<file path="config.mk">
export PLATFORM = sky130hd
export DESIGN_NAME = hysteresis_thermostat_with_display_unit
export DESIGN_NICKNAME = d
export VERILOG_FILES = /design/src/hdl/hts_pkg.sv /design/src/hdl/hts_ctrl.sv /design/src/hdl/hts_disp.sv /design/src/hdl/hysteresis_thermostat_with_display_unit.sv
export SDC_FILE = /design/constraint.sdc
export NUM_CORES = 1
export LEC_CHECK = 0
export ABC_AREA = 1
export BUFFER_PORTS_ARGS = -buffer_cell sky130_fd_sc_hd__buf_2
export CORE_MARGIN = 2
export CORE_UTILIZATION = 37
export DETAILED_ROUTE_END_ITERATION = 10
export REMOVE_ABC_BUFFERS = 1
export SLEW_MARGIN = 20
export SYNTH_ARGS = -nofsm -noshare
export SYNTH_HDL_FRONTEND = slang
export SYNTH_SLANG_ARGS = --single-unit
</file>
<file path="constraint.sdc">
create_clock -name clk -period 11.5 [get_ports clk]
set_input_delay 2.3 -clock clk [delete_from_list [all_inputs] [get_ports clk]]
set_output_delay 2.3 -clock clk [all_outputs]
set_load 0.005 [all_outputs]
</file>
<file path="src/hdl/hts_pkg.sv">
package hts_pkg;

	localparam int BLINK_PERIOD_DEF  = 80;
	localparam int SETTLE_PASSES_DEF = 50;

	localparam logic [5:0] SET_MIN  = 6'd1;
	localparam logic [5:0] SET_MAX  = 6'd40;
	localparam logic [2:0] BAND_MAX = 3'd5;
	localparam logic [3:0] DIV_MIN  = 4'd1;
	localparam logic [3:0] DIV_MAX  = 4'd10;

	localparam logic ACT_TICK = 1'b0;
	localparam logic ACT_CTRL = 1'b1;

	localparam logic [1:0] KEY_UP   = 2'b01;
	localparam logic [1:0] KEY_DN   = 2'b10;
	localparam logic [1:0] KEY_PAIR = 2'b11;

	// glyph indexes beyond the decimal digits
	localparam logic [3:0] IDX_MARK_A = 4'd10;
	localparam logic [3:0] IDX_MARK_G = 4'd11;
	localparam logic [3:0] IDX_MAX    = 4'd12;

	typedef enum logic [1:0] {
		MODE_NORMAL = 2'd0,
		MODE_BAND   = 2'd1,
		MODE_DIV    = 2'd2
	} mode_t;

	typedef enum logic [1:0] {
		SAVE_SET  = 2'd0,
		SAVE_BAND = 2'd1,
		SAVE_DIV  = 2'd2
	} save_sel_t;

	// controller state seen by the display side
	typedef struct packed {
		mode_t      mode;
		logic [2:0] band;
		logic [3:0] divider;
		logic [7:0] shown_temp;
		logic       relay;
	} ctrl_view_t;

	function automatic logic [6:0] seg_of(input logic [3:0] idx);
		logic [6:0] seg;
		case (idx)
			4'd0:  seg = 7'h3F;
			4'd1:  seg = 7'h06;
			4'd2:  seg = 7'h5B;
			4'd3:  seg = 7'h4F;
			4'd4:  seg = 7'h66;
			4'd5:  seg = 7'h6D;
			4'd6:  seg = 7'h7D;
			4'd7:  seg = 7'h07;
			4'd8:  seg = 7'h7F;
			4'd9:  seg = 7'h6F;
			4'd10: seg = 7'h01;
			4'd11: seg = 7'h40;
			default: seg = 7'h08;
		endcase
		return seg;
	endfunction

endpackage

</file>
<file path="src/hdl/hts_ctrl.sv">
module hts_ctrl #(
	parameter int SETTLE_PASSES = hts_pkg::SETTLE_PASSES_DEF
) (
	input  logic                   clk,
	input  logic                   arst_n,
	input  logic                   en,
	input  logic                   pass,
	input  logic [1:0]             keys,
	input  logic [7:0]             sensor_temp,
	output hts_pkg::ctrl_view_t    view,
	output logic                   relay_nx,
	output logic                   save_valid,
	output logic [1:0]             save_which,
	output logic [5:0]             save_value
);
	import hts_pkg::*;

	localparam int SW = $clog2(SETTLE_PASSES + 1);
	localparam logic [SW-1:0] SETTLE_LOAD = SW'(SETTLE_PASSES);

	mode_t         mode_q, mode_k, mode_n;
	logic [5:0]    set_q, set_k;
	logic [2:0]    band_q, band_k;
	logic [3:0]    div_q, div_k;
	logic          relay_q, relay_c;
	logic [SW-1:0] settle_q, settle_k, settle_n;
	logic [7:0]    shown_q, shown_n;
	logic [6:0]    hi_lim;
	logic [7:0]    lo_lim;
	logic          hi_hit, lo_hit, save_hit;
	save_sel_t     which_c;
	logic [5:0]    value_c;

	// hysteresis compare, lower limit may go negative
	assign hi_lim = {1'b0, set_q} + {4'b0, band_q};
	assign lo_lim = {2'b0, set_q} - {5'b0, band_q};
	assign hi_hit = shown_q >= {1'b0, hi_lim};
	assign lo_hit = !lo_lim[7] && (shown_q <= lo_lim);
	assign relay_c = lo_hit ? 1'b1 : (hi_hit ? 1'b0 : relay_q);

	always_comb begin
		mode_k   = mode_q;
		set_k    = set_q;
		band_k   = band_q;
		div_k    = div_q;
		settle_k = settle_q;
		case (keys)
			KEY_UP, KEY_DN: begin
				settle_k = SETTLE_LOAD;
				if (settle_q != '0) begin
					unique case (mode_q)
						MODE_BAND: begin
							if (keys == KEY_UP) begin
								if (band_q < BAND_MAX) band_k = band_q + 3'd1;
							end else if (band_q != 3'd0) begin
								band_k = band_q - 3'd1;
							end
						end
						MODE_DIV: begin
							if (keys == KEY_UP) begin
								if (div_q < DIV_MAX) div_k = div_q + 4'd1;
							end else if (div_q > DIV_MIN) begin
								div_k = div_q - 4'd1;
							end
						end
						default: begin
							if (keys == KEY_UP) begin
								if (set_q < SET_MAX) set_k = set_q + 6'd1;
							end else if (set_q > SET_MIN) begin
								set_k = set_q - 6'd1;
							end
						end
					endcase
				end
			end
			KEY_PAIR: begin
				settle_k = SETTLE_LOAD;
				unique case (mode_q)
					MODE_BAND: mode_k = MODE_DIV;
					MODE_DIV:  mode_k = MODE_NORMAL;
					default:   mode_k = MODE_BAND;
				endcase
			end
			default: ;
		endcase
	end

	// settle countdown and save
	always_comb begin
		mode_n   = mode_k;
		settle_n = settle_k;
		shown_n  = sensor_temp;
		save_hit = 1'b0;
		if (settle_k != '0) begin
			settle_n = settle_k - 1'b1;
			shown_n  = {2'b0, set_k};
			if (settle_n == '0) begin
				save_hit = 1'b1;
				mode_n   = MODE_NORMAL;
			end
		end
	end

	always_comb begin
		unique case (mode_k)
			MODE_BAND: begin
				which_c = SAVE_BAND;
				value_c = {3'b0, band_k};
			end
			MODE_DIV: begin
				which_c = SAVE_DIV;
				value_c = {2'b0, div_k};
			end
			default: begin
				which_c = SAVE_SET;
				value_c = set_k;
			end
		endcase
	end

	always_ff @(posedge clk or negedge arst_n) begin
		if (!arst_n) begin
			mode_q   <= MODE_NORMAL;
			set_q    <= 6'd20;
			band_q   <= 3'd1;
			div_q    <= 4'd3;
			relay_q  <= 1'b0;
			settle_q <= '0;
			shown_q  <= 8'd20;
		end else if (en && pass) begin
			mode_q   <= mode_n;
			set_q    <= set_k;
			band_q   <= band_k;
			div_q    <= div_k;
			relay_q  <= relay_c;
			settle_q <= settle_n;
			shown_q  <= shown_n;
		end
	end

	assign view.mode       = mode_q;
	assign view.band       = band_q;
	assign view.divider    = div_q;
	assign view.shown_temp = shown_q;
	assign view.relay      = relay_q;

	assign relay_nx   = pass ? relay_c : relay_q;
	assign save_valid = pass && save_hit;
	assign save_which = (pass && save_hit) ? which_c : SAVE_SET;
	assign save_value = (pass && save_hit) ? value_c : 6'd0;

`ifndef ASSERT_OFF
	a_save_returns_normal: assert property (@(posedge clk) disable iff (!arst_n)
		(en && save_valid) |=> (mode_q == MODE_NORMAL && settle_q == '0))
		else $error("save did not return to normal mode");
	a_settings_in_range: assert property (@(posedge clk) disable iff (!arst_n)
		(set_q >= SET_MIN && set_q <= SET_MAX && band_q <= BAND_MAX &&
		 div_q >= DIV_MIN && div_q <= DIV_MAX))
		else $error("setting out of range");
`endif
endmodule

</file>
<file path="src/hdl/hts_disp.sv">
module hts_disp #(
	parameter int BLINK_PERIOD = hts_pkg::BLINK_PERIOD_DEF
) (
	input  logic                clk,
	input  logic                arst_n,
	input  logic                en,
	input  logic                tick,
	input  hts_pkg::ctrl_view_t view,
	output logic [7:0]          segments,
	output logic                left_enable,
	output logic                right_enable
);
	import hts_pkg::*;

	localparam int BW = $clog2(BLINK_PERIOD + 1);
	localparam logic [BW-1:0] BLINK_LOAD = BW'(BLINK_PERIOD);
	localparam logic [BW-1:0] BLINK_HALF = BW'(BLINK_PERIOD / 2);

	logic [3:0]    tick_q, tick_inc;
	logic          digit_q;
	logic [BW-1:0] blink_q, blink_n;
	logic [7:0]    latch_q, seg_c;
	logic          hit;
	logic [15:0]   prod;
	logic [4:0]    quo;
	logic [7:0]    rem;
	logic [3:0]    tens, idx;

	assign tick_inc = tick_q + 4'd1;
	assign hit      = tick_inc >= view.divider;

	// divide by ten as multiply by 205 and shift, exact for a byte
	assign prod = {8'b0, view.shown_temp} * 16'd205;
	assign quo  = prod[15:11];
	assign rem  = view.shown_temp - ({quo, 3'b0} + {2'b0, quo, 1'b0});
	assign tens = (quo > 5'd9) ? 4'd9 : quo[3:0];

	always_comb begin
		unique case (view.mode)
			MODE_BAND: idx = digit_q ? IDX_MARK_A : {1'b0, view.band};
			MODE_DIV:  idx = digit_q ? IDX_MARK_G : view.divider;
			default:   idx = digit_q ? tens : rem[3:0];
		endcase
		if (idx > IDX_MAX) idx = IDX_MAX;
	end

	always_comb begin
		seg_c   = {1'b0, seg_of(idx)};
		blink_n = blink_q;
		if (digit_q) begin
			if (blink_q < BLINK_HALF) seg_c[7] = 1'b1;
			blink_n = (blink_q == '0) ? BLINK_LOAD : blink_q - 1'b1;
		end else begin
			seg_c[7] = view.relay;
		end
	end

	always_ff @(posedge clk or negedge arst_n) begin
		if (!arst_n) begin
			tick_q  <= '0;
			digit_q <= 1'b0;
			blink_q <= BLINK_LOAD;
			latch_q <= 8'hFF;
		end else if (en && tick) begin
			tick_q <= hit ? 4'd0 : tick_inc;
			if (hit) begin
				latch_q <= seg_c;
				digit_q <= !digit_q;
				blink_q <= blink_n;
			end
		end
	end

	assign segments     = (tick && hit) ? seg_c : latch_q;
	assign left_enable  = tick && hit && digit_q;
	assign right_enable = tick && hit && !digit_q;

`ifndef ASSERT_OFF
	a_digit_alternates: assert property (@(posedge clk) disable iff (!arst_n)
		(en && (left_enable || right_enable)) |=> (digit_q != $past(digit_q)))
		else $error("digit select did not toggle on update");
	a_blink_bounded: assert property (@(posedge clk) disable iff (!arst_n)
		blink_q <= BLINK_LOAD)
		else $error("blink counter beyond period");
`endif
endmodule

</file>
<file path="src/hdl/hysteresis_thermostat_with_display_unit.sv">
// Thermostat with a two-digit multiplexed display. Each request is either a
// display refresh tick (action 0) or a control pass (action 1) and yields
// exactly one result, which passes from the input register to the result
// register, so a new request is taken every cycle while the consumer takes
// results; the result register holds a finished result while the consumer
// stalls and the input register takes one more. A control pass drives the
// relay with hysteresis, applies the keys to the setting of the current edit
// mode and runs the settle countdown that reports a setting to persist. The
// ticks, divided by the refresh divider, light the left and right digits in turn.
module hysteresis_thermostat_with_display_unit #(
	parameter int BLINK_PERIOD  = hts_pkg::BLINK_PERIOD_DEF,
	parameter int SETTLE_PASSES = hts_pkg::SETTLE_PASSES_DEF
) (
	input  logic       clk,
	input  logic       arst_n,
	input  logic       item_valid,
	output logic       item_ready,
	input  logic       action,
	input  logic [1:0] keys,
	input  logic [7:0] sensor_temp,
	output logic       result_valid,
	input  logic       result_ready,
	output logic [7:0] segments,
	output logic       left_enable,
	output logic       right_enable,
	output logic       relay,
	output logic       save_valid,
	output logic [1:0] save_which,
	output logic [5:0] save_value
);
	import hts_pkg::*;

	logic       valid_s1, action_s1, adv;
	logic [1:0] keys_s1;
	logic [7:0] sensor_temp_s1;

	ctrl_view_t view;
	logic       relay_c, save_valid_c;
	logic [1:0] save_which_c;
	logic [5:0] save_value_c;
	logic [7:0] segments_c;
	logic       left_c, right_c;

	logic       valid_s2, relay_s2, left_s2, right_s2, save_valid_s2;
	logic [7:0] segments_s2;
	logic [1:0] save_which_s2;
	logic [5:0] save_value_s2;

	assign adv        = valid_s1 && (!valid_s2 || result_ready);
	assign item_ready = !valid_s1 || adv;

	always_ff @(posedge clk or negedge arst_n) begin
		if (!arst_n) begin
			valid_s1 <= 1'b0;
		end else if (item_ready) begin
			valid_s1 <= item_valid;
		end
	end

	always_ff @(posedge clk) begin
		if (item_valid && item_ready) begin
			action_s1      <= action;
			keys_s1        <= keys;
			sensor_temp_s1 <= sensor_temp;
		end
	end

	hts_ctrl #(
		.SETTLE_PASSES(SETTLE_PASSES)
	) u_ctrl (
		.clk        (clk),
		.arst_n     (arst_n),
		.en         (adv),
		.pass       (action_s1 == ACT_CTRL),
		.keys       (keys_s1),
		.sensor_temp(sensor_temp_s1),
		.view       (view),
		.relay_nx   (relay_c),
		.save_valid (save_valid_c),
		.save_which (save_which_c),
		.save_value (save_value_c)
	);

	hts_disp #(
		.BLINK_PERIOD(BLINK_PERIOD)
	) u_disp (
		.clk         (clk),
		.arst_n      (arst_n),
		.en          (adv),
		.tick        (action_s1 == ACT_TICK),
		.view        (view),
		.segments    (segments_c),
		.left_enable (left_c),
		.right_enable(right_c)
	);

	always_ff @(posedge clk or negedge arst_n) begin
		if (!arst_n) begin
			valid_s2 <= 1'b0;
		end else if (adv) begin
			valid_s2 <= 1'b1;
		end else if (result_ready) begin
			valid_s2 <= 1'b0;
		end
	end

	always_ff @(posedge clk) begin
		if (adv) begin
			segments_s2   <= segments_c;
			left_s2       <= left_c;
			right_s2      <= right_c;
			relay_s2      <= relay_c;
			save_valid_s2 <= save_valid_c;
			save_which_s2 <= save_which_c;
			save_value_s2 <= save_value_c;
		end
	end

	assign result_valid = valid_s2;
	assign segments     = segments_s2;
	assign left_enable  = left_s2;
	assign right_enable = right_s2;
	assign relay        = relay_s2;
	assign save_valid   = save_valid_s2;
	assign save_which   = save_which_s2;
	assign save_value   = save_value_s2;

`ifndef ASSERT_OFF
	a_one_digit_lit: assert property (@(posedge clk) disable iff (!arst_n)
		valid_s2 |-> $onehot0({left_s2, right_s2}))
		else $error("both digits enabled");
	a_no_save_fields_zero: assert property (@(posedge clk) disable iff (!arst_n)
		(valid_s2 && !save_valid_s2) |-> (save_which_s2 == SAVE_SET && save_value_s2 == 6'd0))
		else $error("save fields set without save");
`endif
endmodule

</file>
==> impl_metrics.csv <==
group,metric,value,unit
setup_path,cpPeakStageDelay,0.60,ns
synthesis,postSynthCellCount,888,
clock_tree,clock-sinks,83,
setup_path,path_max_fanout,7,
sta,setup_ws,6.10,ns
cells_and_area,filler_cell_count,1836,
job,maxCapViolations,0,
sta,period_needed,5.40,ns
clock_tree,ctsResizeCount,0,
synthesis,synth_seq_cells,83,
synthesis,synth_edf_count,31,
route,drt_iter0_drc,437,
sta,fmax,0.185,GHz
synthesis,yosys_warnings,0,
floorplanning,die_h,141,um
clock_tree,cts_made_buffers,9,
setup_path,crit_top_cell,"nand2_1",
route,vias,5688,
sta,skew,0.00513,ns
cells_and_area,finalNetCount,1048,
setup_path,required,11.60,ns
cells_and_area,layout_common_cells,"nand2_1, inv_1, ha_1, o21ai_0, nor2_1",
setup_path,crit_slowest_cell,"dfstp_2",
global_route,antenna_found_initial,0,
sta,finalCritPeriodShare,47.0,%
global_route,grt_usage,16.6,%
setup_path,arrival,5.50,ns
clock_tree,clock_latency,0.35,ns
floorplanning,io-pin-count,37,
clock_tree,cts_root_buf,"clkbuf_16",
clock_tree,clkSlewWorstSetupHoldPaths,0.06,ns
global_route,grt_pass1_vias,5473,
synthesis,synth_area_leader_cell,"ha_1",
synthesis,ys_seq_area_share,32.7,%
cells_and_area,syn_to_final_growth,10.5,%
floorplanning,core_area,18100,um2
floorplanning,die_w,141,um
sta,fin_tns_setup,0,ns
sta,tightest_slew,0.909,ns
setup_path,worst-path-buf-inv,4,
global_route,grt_max_degree,53,
clock_tree,ctsLongestPathBuffers,2,
cells_and_area,multi_input_area,4060,um2
sta,rsz0062_at_grt,"no",
synthesis,async_reset_ff_share,62.7,%
floorplanning,fp.dieArea,19800,um2
floorplanning,fp-row-count,49,
place,place_congestion,0.852,
place,io_buffers,36,
sta,drv_slew,0,
synthesis,ys_top_cells_by_area,"ha_1, edfxtp_1, nand2_1",
synthesis,synth_ff_type,"dfrtp_1",
route,postRouteAntennaNets,0,
place,pre_cts_slack,6.07,ns
clock_tree,cts_setup_buffers,0,
synthesis,synth_top_area_share,17.6,%
setup_path,start_kind,"flop",
sta,hold_violations,0,
clock_tree,cts_tree,"built",
setup_path,critPathKind,"flop to flop",
route,dr.pass1.iters,6,
global_route,overflow,0,
sta,setup_viol,0,
clock_tree,cts_max_level,3,
route,remaining_drc_errors,0,
place,hpwl,12200,um
cells_and_area,mostFrequentLayoutCell,"nand2_1",
route,wl_per_cell,13.5,um
global_route,grt_pass1_wl,26500,um
synthesis,syn_avg_cell_area,7.77,um2
route,wl,15600,um
outcome,outcome,"completed",
clock_tree,hold_buffers,0,
cells_and_area,drive_above_1_share,10.0,%
floorplanning,initial_core_util,38.0,%
synthesis,netlist-cell-type-count,48,
sta,holdWs,0.465,ns
hold_path,hp-class,"flop to flop",
cells_and_area,regArea,2250,um2
route,via_per_inst,4.91,
setup_path,endpoint_kind,"flop",
sta,slew_headroom,39.4,%
setup_path,path_delay_family,"adder cells",
cells_and_area,insertedDiodeCount,0,
synthesis,syn_area,6900,um2
[metal layers]
layer	share of wire [%]	up-vias	track usage, %	wire (um)
li1	-	2966	-	-
met1	50	2612	23.0	7780
met2	46	97	27.1	7110
met3	3.4	13	2.91	535
met4	1.1	0	4.16	178
met5	0	-	0	0
[tightest hold or removal path, cell delays in order, from the launching register on]
cell	delay [ns]
dfstp_2	0.37
nand2_1	0.05
nand2_1	0.04
[state kept, by name (all words and copies together), names as in the netlist, 2 cells and up]
name,count
u_ctrl.div_q,4
u_ctrl.mode_q,2
save_value,6
keys_s1,2
u_ctrl.set_q,6
u_disp.blink_q,7
sensor_temp_s1,8
u_ctrl.band_q,3
u_disp.tick_q,4
segments,8
u_ctrl.shown_q,8
u_disp.latch_q,8
u_ctrl.settle_q,6
save_which,2
[layout make-up]
| type | count | share of cell area [%] |
|---|---|---|
| flip-flops and latches | 83 | 29.6 |
| well taps | 229 | 3.76 |
| clock inverters | 5 | 0.722 |
| repair buffers | 38 | 2.56 |
| clock buffers | 11 | 3.05 |
| multi-input cells | 650 | 53.3 |
| inverters | 143 | 7.07 |
[worst paths after layout]
path / start / endpoint / slack [ns] / cells past startpoint
worst max-delay path: u_ctrl.shown_q[2] / segments[4] / 6.10 / 34
worst min-delay path: u_disp.latch_q[4] / u_disp.latch_q[4] / 0.47 / 2
worst max register to register: u_ctrl.shown_q[2] / segments[4] / 6.10 / 34
worst min register to register: u_disp.latch_q[4] / u_disp.latch_q[4] / 0.47 / 2
max in group asynchronous: arst_n / u_ctrl.settle_q[0] / 8.94 / 2
min in group asynchronous: arst_n / u_disp.digit_q / 2.10 / 2
[synth_stat cells, types with 2 or more instances]
library cell,n
a21boi_0,2
and2_1,2
nand2_1,235
o21ai_0,67
dfstp_2,17
xor2_1,22
nand3_2,3
nor2_2,4
a21oi_1,34
clkinv_1,3
o31ai_1,2
buf_2,2
o211ai_1,10
inv_1,138
dfrtp_1,35
nand3_1,33
o221ai_1,2
o21a_1,3
ha_1,97
fa_1,11
clkbuf_1,10
nor2_1,64
nand3b_1,2
nand4_1,3
xnor2_1,6
a22o_1,2
nor3_1,8
a21o_1,2
nand2_2,10
o21ai_1,2
o22ai_1,9
edfxtp_1,31
o41ai_1,2
[metrics by stage]
stage	instances	cell area [um2]	util [%]
after floorplan	876	6850	-
after global placement	1143	7330	40.4
after detailed placement	1143	7330	40.4
after CTS	1159	7620	42.0
after global routing	1159	7620	42.0
final	1159	7620	42.0
[logic make-up after synthesis]
logic type               Yosys count  synth area share (%)
flip-flops                        83                  32.7
adder cells (fa/ha/maj)          108                  20.8
XOR/XNOR                          28                  3.55
multiplexers                       1                 0.145
AND/OR/NAND/NOR                  369                  22.2
AO/OA/AOI/OAI                    144                  12.1
buffers and inverters            155                  8.50
Power is left out: the tool's default activity adds up to more than one toggle a clock period on the data nets, which glitch-free logic cannot reach.
